==> src/hdl/rbpd_pkg.sv <==
package rbpd_pkg;

    localparam int MAX_WIDTH  = 4096;
    localparam int MAX_HEIGHT = 4096;

    // column address into the coverage store
    localparam int COL_AW = $clog2(MAX_WIDTH);
    // rows, columns and coverage depths, including the value equal to the size
    localparam int DIM_W  = $clog2(((MAX_WIDTH > MAX_HEIGHT) ? MAX_WIDTH : MAX_HEIGHT) + 1);

    localparam int CFG_W     = 13;
    localparam int CFG_IDX_W = 4;

    localparam logic [CFG_IDX_W-1:0] CFG_IMAGE_WIDTH  = CFG_IDX_W'(0);
    localparam logic [CFG_IDX_W-1:0] CFG_IMAGE_HEIGHT = CFG_IDX_W'(1);

    localparam logic [CFG_W-1:0] IMAGE_WIDTH_RST  = CFG_W'(640);
    localparam logic [CFG_W-1:0] IMAGE_HEIGHT_RST = CFG_W'(480);

    typedef struct packed {
        logic [7:0] brush_width;
        logic [7:0] brush_height;
        logic [7:0] red;
        logic [7:0] green;
        logic [7:0] blue;
    } rbpd_in_t;

    typedef struct packed {
        logic [11:0] fill_row;
        logic [11:0] fill_col;
        logic [7:0]  fill_width;
        logic [7:0]  fill_height;
        logic [7:0]  fill_red;
        logic [7:0]  fill_green;
        logic [7:0]  fill_blue;
        logic        frame_end;
    } rbpd_out_t;

    typedef enum logic [3:0] {
        ST_CLEAR,
        ST_IDLE,
        ST_SEEK_INIT,
        ST_SEEK_RD,
        ST_SEEK_CHK,
        ST_PLACE,
        ST_UPD_RD,
        ST_UPD_WR,
        ST_OUT
    } rbpd_state_t;

    typedef struct packed {
        logic take;
        logic seek_init;
        logic seek_chk;
        logic clr_step;
        logic place;
        logic upd_rd;
        logic upd_wr;
        logic out_load;
        logic frame_end;
    } rbpd_cmd_t;

    typedef struct packed {
        logic seek_none;
        logic hit;
        logic wrap;
        logic clr_last;
        logic zero_brush;
        logic upd_last;
        logic out_free;
    } rbpd_sts_t;

endpackage

==> src/hdl/rbpd_ctrl.sv <==
module rbpd_ctrl (
    input  logic               aclk,
    input  logic               aresetn,
    input  logic               s_valid,
    output logic               s_ready,
    input  rbpd_pkg::rbpd_sts_t sts,
    output rbpd_pkg::rbpd_cmd_t cmd
);
    import rbpd_pkg::*;

    rbpd_state_t state_reg, state_next;
    logic        boot_reg, boot_next;
    logic        seek_end_reg, seek_end_next;
    logic        end_reg, end_next;

    always_ff @(posedge aclk) begin
        if (!aresetn) begin
            state_reg    <= ST_CLEAR;
            boot_reg     <= 1'b1;
            seek_end_reg <= 1'b0;
            end_reg      <= 1'b0;
        end else begin
            state_reg    <= state_next;
            boot_reg     <= boot_next;
            seek_end_reg <= seek_end_next;
            end_reg      <= end_next;
        end
    end

    always_comb begin
        state_next    = state_reg;
        boot_next     = boot_reg;
        seek_end_next = seek_end_reg;
        end_next      = end_reg;
        cmd           = '0;
        s_ready       = 1'b0;
        unique case (state_reg)
            ST_CLEAR: begin
                cmd.clr_step = 1'b1;
                if (sts.clr_last) begin
                    if (boot_reg) begin
                        boot_next  = 1'b0;
                        state_next = ST_IDLE;
                    end else if (seek_end_reg) begin
                        state_next = ST_OUT;
                    end else begin
                        state_next = ST_PLACE;
                    end
                end
            end
            ST_IDLE: begin
                s_ready = 1'b1;
                if (s_valid) begin
                    cmd.take      = 1'b1;
                    seek_end_next = 1'b0;
                    end_next      = 1'b0;
                    state_next    = ST_SEEK_INIT;
                end
            end
            ST_SEEK_INIT: begin
                cmd.seek_init = 1'b1;
                state_next    = ST_SEEK_RD;
            end
            ST_SEEK_RD: begin
                if (sts.seek_none) begin
                    // no uncovered pixel left: start a new frame
                    end_next   = seek_end_reg;
                    state_next = ST_CLEAR;
                end else begin
                    state_next = ST_SEEK_CHK;
                end
            end
            ST_SEEK_CHK: begin
                cmd.seek_chk = 1'b1;
                if (sts.hit) begin
                    state_next = seek_end_reg ? ST_OUT : ST_PLACE;
                end else if (sts.wrap) begin
                    state_next = ST_SEEK_RD;
                end
            end
            ST_PLACE: begin
                cmd.place     = 1'b1;
                seek_end_next = 1'b1;
                state_next    = sts.zero_brush ? ST_SEEK_INIT : ST_UPD_RD;
            end
            ST_UPD_RD: begin
                cmd.upd_rd = 1'b1;
                state_next = ST_UPD_WR;
            end
            ST_UPD_WR: begin
                cmd.upd_wr = 1'b1;
                if (sts.upd_last) begin
                    state_next = ST_SEEK_INIT;
                end
            end
            ST_OUT: begin
                cmd.frame_end = end_reg;
                if (sts.out_free) begin
                    cmd.out_load = 1'b1;
                    state_next   = ST_IDLE;
                end
            end
            default: begin
                state_next = ST_IDLE;
            end
        endcase
    end

endmodule

==> config.mk <==
export PLATFORM = sky130hd
export DESIGN_NAME = rbpd_ctrl
export DESIGN_NICKNAME = d
export VERILOG_FILES = /design/src/hdl/rbpd_pkg.sv /design/src/hdl/rbpd_ctrl.sv
export SDC_FILE = /design/constraint.sdc
export NUM_CORES = 1
export LEC_CHECK = 0
export BUFFER_PORTS_ARGS = -buffer_cell sky130_fd_sc_hd__buf_4
export CORE_UTILIZATION = 40
export CTS_CLUSTER_DIAMETER = 100
export DETAILED_ROUTE_END_ITERATION = 10
export GPL_TIMING_DRIVEN = 0
export PLACE_DENSITY = 0.67
export SYNTH_ARGS = -nofsm -noshare
export SYNTH_HDL_FRONTEND = slang
export SYNTH_SLANG_ARGS = --single-unit
==> constraint.sdc <==
create_clock -name aclk -period 1.83 [get_ports aclk]
set_clock_uncertainty 0.05 [all_clocks]
set_input_delay 0.2745 -clock aclk [delete_from_list [all_inputs] [get_ports aclk]]
set_output_delay 0.2745 -clock aclk [all_outputs]
set_load 0.01 [all_outputs]
Yosys cells after proc, flatten, opt, wreduce, memory -nomap -nowiden

Index checks and enable logic that the tools add are counted.

Equal/unequal tests: 14
Mux-type cells: 26
Reductions and logical operators: 7

Operator list:

| cell                                           | count |
|---|---|
| case mux 4 bit (9 select lines)                | 1 |
| two-way mux 4 bit                              | 8 |
| == test 4 x 3 -> 1 bit (second input constant) | 4 |
| two-way mux 1 bit                              | 12 |
| inequality test 2 bit (second input constant)  | 5 |
| == test 4 x 2 -> 1 bit (second input constant) | 2 |
| two-way mux 3 bit                              | 2 |
| AND reduction 5 bit                            | 1 |
| == test 4 x 1 -> 1 bit (second input constant) | 1 |
| == test 4 bit (second input constant)          | 1 |
| zero test 4 bit                                | 1 |
| case mux 1 bit (2 select lines)                | 2 |
| AND reduction 2 bit                            | 2 |
| nonzero test 2 bit                             | 2 |
| inequality test 3 bit (second input constant)  | 1 |
| AND reduction 3 bit                            | 1 |
| two-way mux 2 bit                              | 1 |

Register bits: 7
Input port bits: 10
Logic and storage cells: 51

Logic depth before layout (Yosys ltp)

Depth in word-level cells: 4
Gate-level depth with buffers: 5
Mapped depth without buffers: 4

Worst setup path after synthesis

Ideal clock, no wire load.

Path type: register to register
Start: reg state_reg[3]
End: reg state_reg[3]
Setup time: 0.117 ns
Arrival: 1.469 ns
Data required time: 1.663 ns
Path slack: 0.194 ns
Stages on the path, launching flop included: 6
Buffers on the path: 1
Path through: dfxtp_1 -> or2_1 -> clkbuf_2 -> or4_4 -> and4_4 -> a32o_1

Word-level cells in the longest chain between the ends: 3
Elaborated cells on any way between the ends: 16
Classes of those cells: eq/ne (13); mux (1); reduce/logical (2)

RTL lines:

| what                                                                                   | RTL line        | text |
|---|---|---|
| from (decl)                                                                            | rbpd_ctrl.sv:11 | `rbpd_state_t state_reg, state_next;` |
| from (signal assigned)                                                                 | rbpd_ctrl.sv:23 | `state_reg <= state_next;` |
| == test 4 x 3 -> 1 bit (tied with other cells)                                         | rbpd_ctrl.sv:37 | `unique case (state_reg)` |
| inequality test 3 bit (no source line) / inequality test 2 bit (equally long branches) | -               |  |
| AND reduction 5 bit (no source line)                                                   | -               |  |

Several ways; a longest one is shown, not always the timed one.
A chain may end at the register's enable or synchronous reset.

Worst setup path in the final report

Same ends and word-level chain as after synthesis.

==> summary.txt <==
Hold Crit Class -> input pin to flip-flop
Avg WL per Cell -> 12.8 µm
Worst Setup End Kind -> flip-flop
worst vdd ir -> 0.719 mV
CP arrival -> 1.82 ns
commonest register cell after synthesis -> dfxtp_1
ANT nets after route -> 0
die width -> 38.2 µm
Worst Tran Pin Value -> 0.293 ns
fraction of registers with async set/reset -> 0%
area grow syn2layout -> 39.0%
crit-path max FO -> 7
CP cell instances -> or2_1 > clkbuf_2 > or4_4 > and4_4 > a32o_1
outcome -> complete, no violations
largest net degree at the start of global routing -> 11
WHS Path Cells -> 2
Root Buffer Master -> clkbuf_4
Sequential Area -> 140 µm²
max reg flops -> 4
Net count, final -> 101
worst skew pair latency -> 0.24 ns
first-pass GRT wire length -> 2080 µm
final hold viol count -> 0
FF-to-FF setup slack -> 0.09 ns
gp weighted congestion -> 0.849
Critical-path top delay cell -> or4_4
Bufs and invs on worst path -> 1
syn avg cell area -> 7.84 µm²
area of the core -> 1160 µm²
Setup Crit Path Kind -> flip-flop to flip-flop
# Max-Cap Violations -> 0
level count of the clock H-tree -> 1
fin crit share -> 94.9%
Tmin final -> 1.74 ns
critical path required time -> 1.91 ns
# DRC -> 0
Fillers -> 116
Setup Viol. Count Final -> 0
max-slew violation count -> 0
crit-path leading delay family -> simple AND/OR/NAND/NOR gates
via/cell ratio -> 5.71
vias -> 594
Power Density -> 989 nW/µm²
RSZ-0062 raised after global routing -> true
1st-iter DRT viols -> 27
CTS clock-pin slew for the worst setup and hold paths -> 0.05 ns
total congestion overflow -> 0
number of diodes -> 0
CP Depth -> 5
footprint of the multi-input gates -> 367 µm²
total CTS buffers -> 3
Reg2Reg Depth -> 5
max incr delay on CP -> 0.42 ns
post-synth net total -> 77
CTS tree -> yes
synth unique cells -> 33
vias in the first global route -> 484
# rows -> 12
Netlist Area Pre-Place -> 526 µm²
register bit total from synthesis -> 7
1st-pass router iterations -> 4
Post-CTS Hold Buffers -> 0
synthesized instance count -> 67
setup bufs post-CTS -> 0
Seq/Total Area, Yosys -> 26.7%
Lkg Pwr -> 0.316 nW
Max-Slew Margin vs Limit -> 80.2%
initial antenna violation count -> 0
crit path launch type -> flip-flop
final WL -> 1330 µm
share of cells above drive strength 1 -> 34.4%
number of synthesized flops with an enable pin -> 0
Initial Util -> 45.5%
CTS sink count -> 7
fmax -> 576 MHz
IO Pins -> 20
setup TNS -> 0 ns
IO buf count -> 19
die area -> 1460 µm²
gr usage total -> 20.8%
Die H -> 38.2 µm
placed wire-length estimate -> 1020 µm
Final Core Density -> 63.2%
synth warn -> 0
Longest Clk Path Bufs -> 2
[repair_timing]
action	4_1_cts	5_1_grt
pin swaps	0	0
endpoints found under the setup margin	2	2
resized for setup	2	2
[logic make-up after synthesis]
group	count (synthesis)	synth area share, %
AO/OA/AOI/OAI	13	20.0
buffers and inverters	7	6.43
flip-flops	7	26.7
multiplexers	1	1.90
AND/OR/NAND/NOR	39	45.0
[synth_stat cells, types with 3 or more instances]
cell | instances | area (µm²)
dfxtp_1 | 7 | 140
nor3_1 | 5 | 25.0
nor2_1 | 7 | 26.3
and2_1 | 3 | 18.8
nand2b_1 | 5 | 31.3
a32o_1 | 3 | 30.0
nor4b_1 | 3 | 26.3
[routing by layer]
layer | vias up | GRT usage (%) | share of wire [%]
met3 | 2 | 0 | 7.1
li1 | 296 | - | -
met2 | 30 | 35.6 | 49
met4 | 0 | 10.7 | 1.4
met5 | - | 0 | 0
met1 | 266 | 26.7 | 43
[final timing paths]
check / startpoint / to
min: aresetn / seek_end_reg$_SDFFE_PN0P_
max: state_reg[3]$_SDFFE_PN0P_ / state_reg[3]$_SDFFE_PN0P_
min reg2reg: end_reg$_SDFFE_PN0P_ / end_reg$_SDFFE_PN0P_
max reg2reg: state_reg[3]$_SDFFE_PN0P_ / state_reg[3]$_SDFFE_PN0P_
[report_power, final]
part           internal, mW  switching, mW  total, mW
Sequential            0.177         0.0319      0.209
Combinational         0.183          0.197      0.380
Clock                0.0828         0.0512      0.134
[layout make-up]
cell class | count | share of cell area [%]
multi-input combinational | 53 | 50.2
clock buffer | 4 | 3.60
sequential | 7 | 19.2
buffer | 5 | 4.11
inverter | 2 | 1.03
tap | 14 | 2.40
timing repair buffer | 19 | 19.5
[stage by stage]
| stage | instance area [µm²] | hold slack [ns] | instances | power [mW] | setup WS (ns) |
|---|---|---|---|---|---|
| 3_3_place_gp | 686 | 0.404 | 100 | 0.575 | 0.0912 |
| 2_1_floorplan | 526 | 0.350 | 67 | 0.451 | 0.194 |
| 6_report | 731 | 0.259 | 104 | 0.723 | 0.0933 |
| 4_1_cts | 719 | 0.258 | 104 | 0.715 | 0.0839 |
| 5_1_grt | 731 | 0.268 | 104 | 0.774 | -0.00129 |
| 3_5_place_dp | 686 | 0.408 | 100 | 0.573 | 0.104 |
[cell usage in the layout (no fill, tap or decap), drive strengths merged, types with 2 or more instances in the layout]
cell type and n:
nand3 2, nor2 7, inv 2, nand3b 2
and3 2, buf 21, nand2b 5, nor2b 2
dfxtp 7, nor3 5, a32o 3, a21oi 2
nor4b 3, nand2 2, clkbuf 7, and2 3
(Power assumes the default switching activity.)
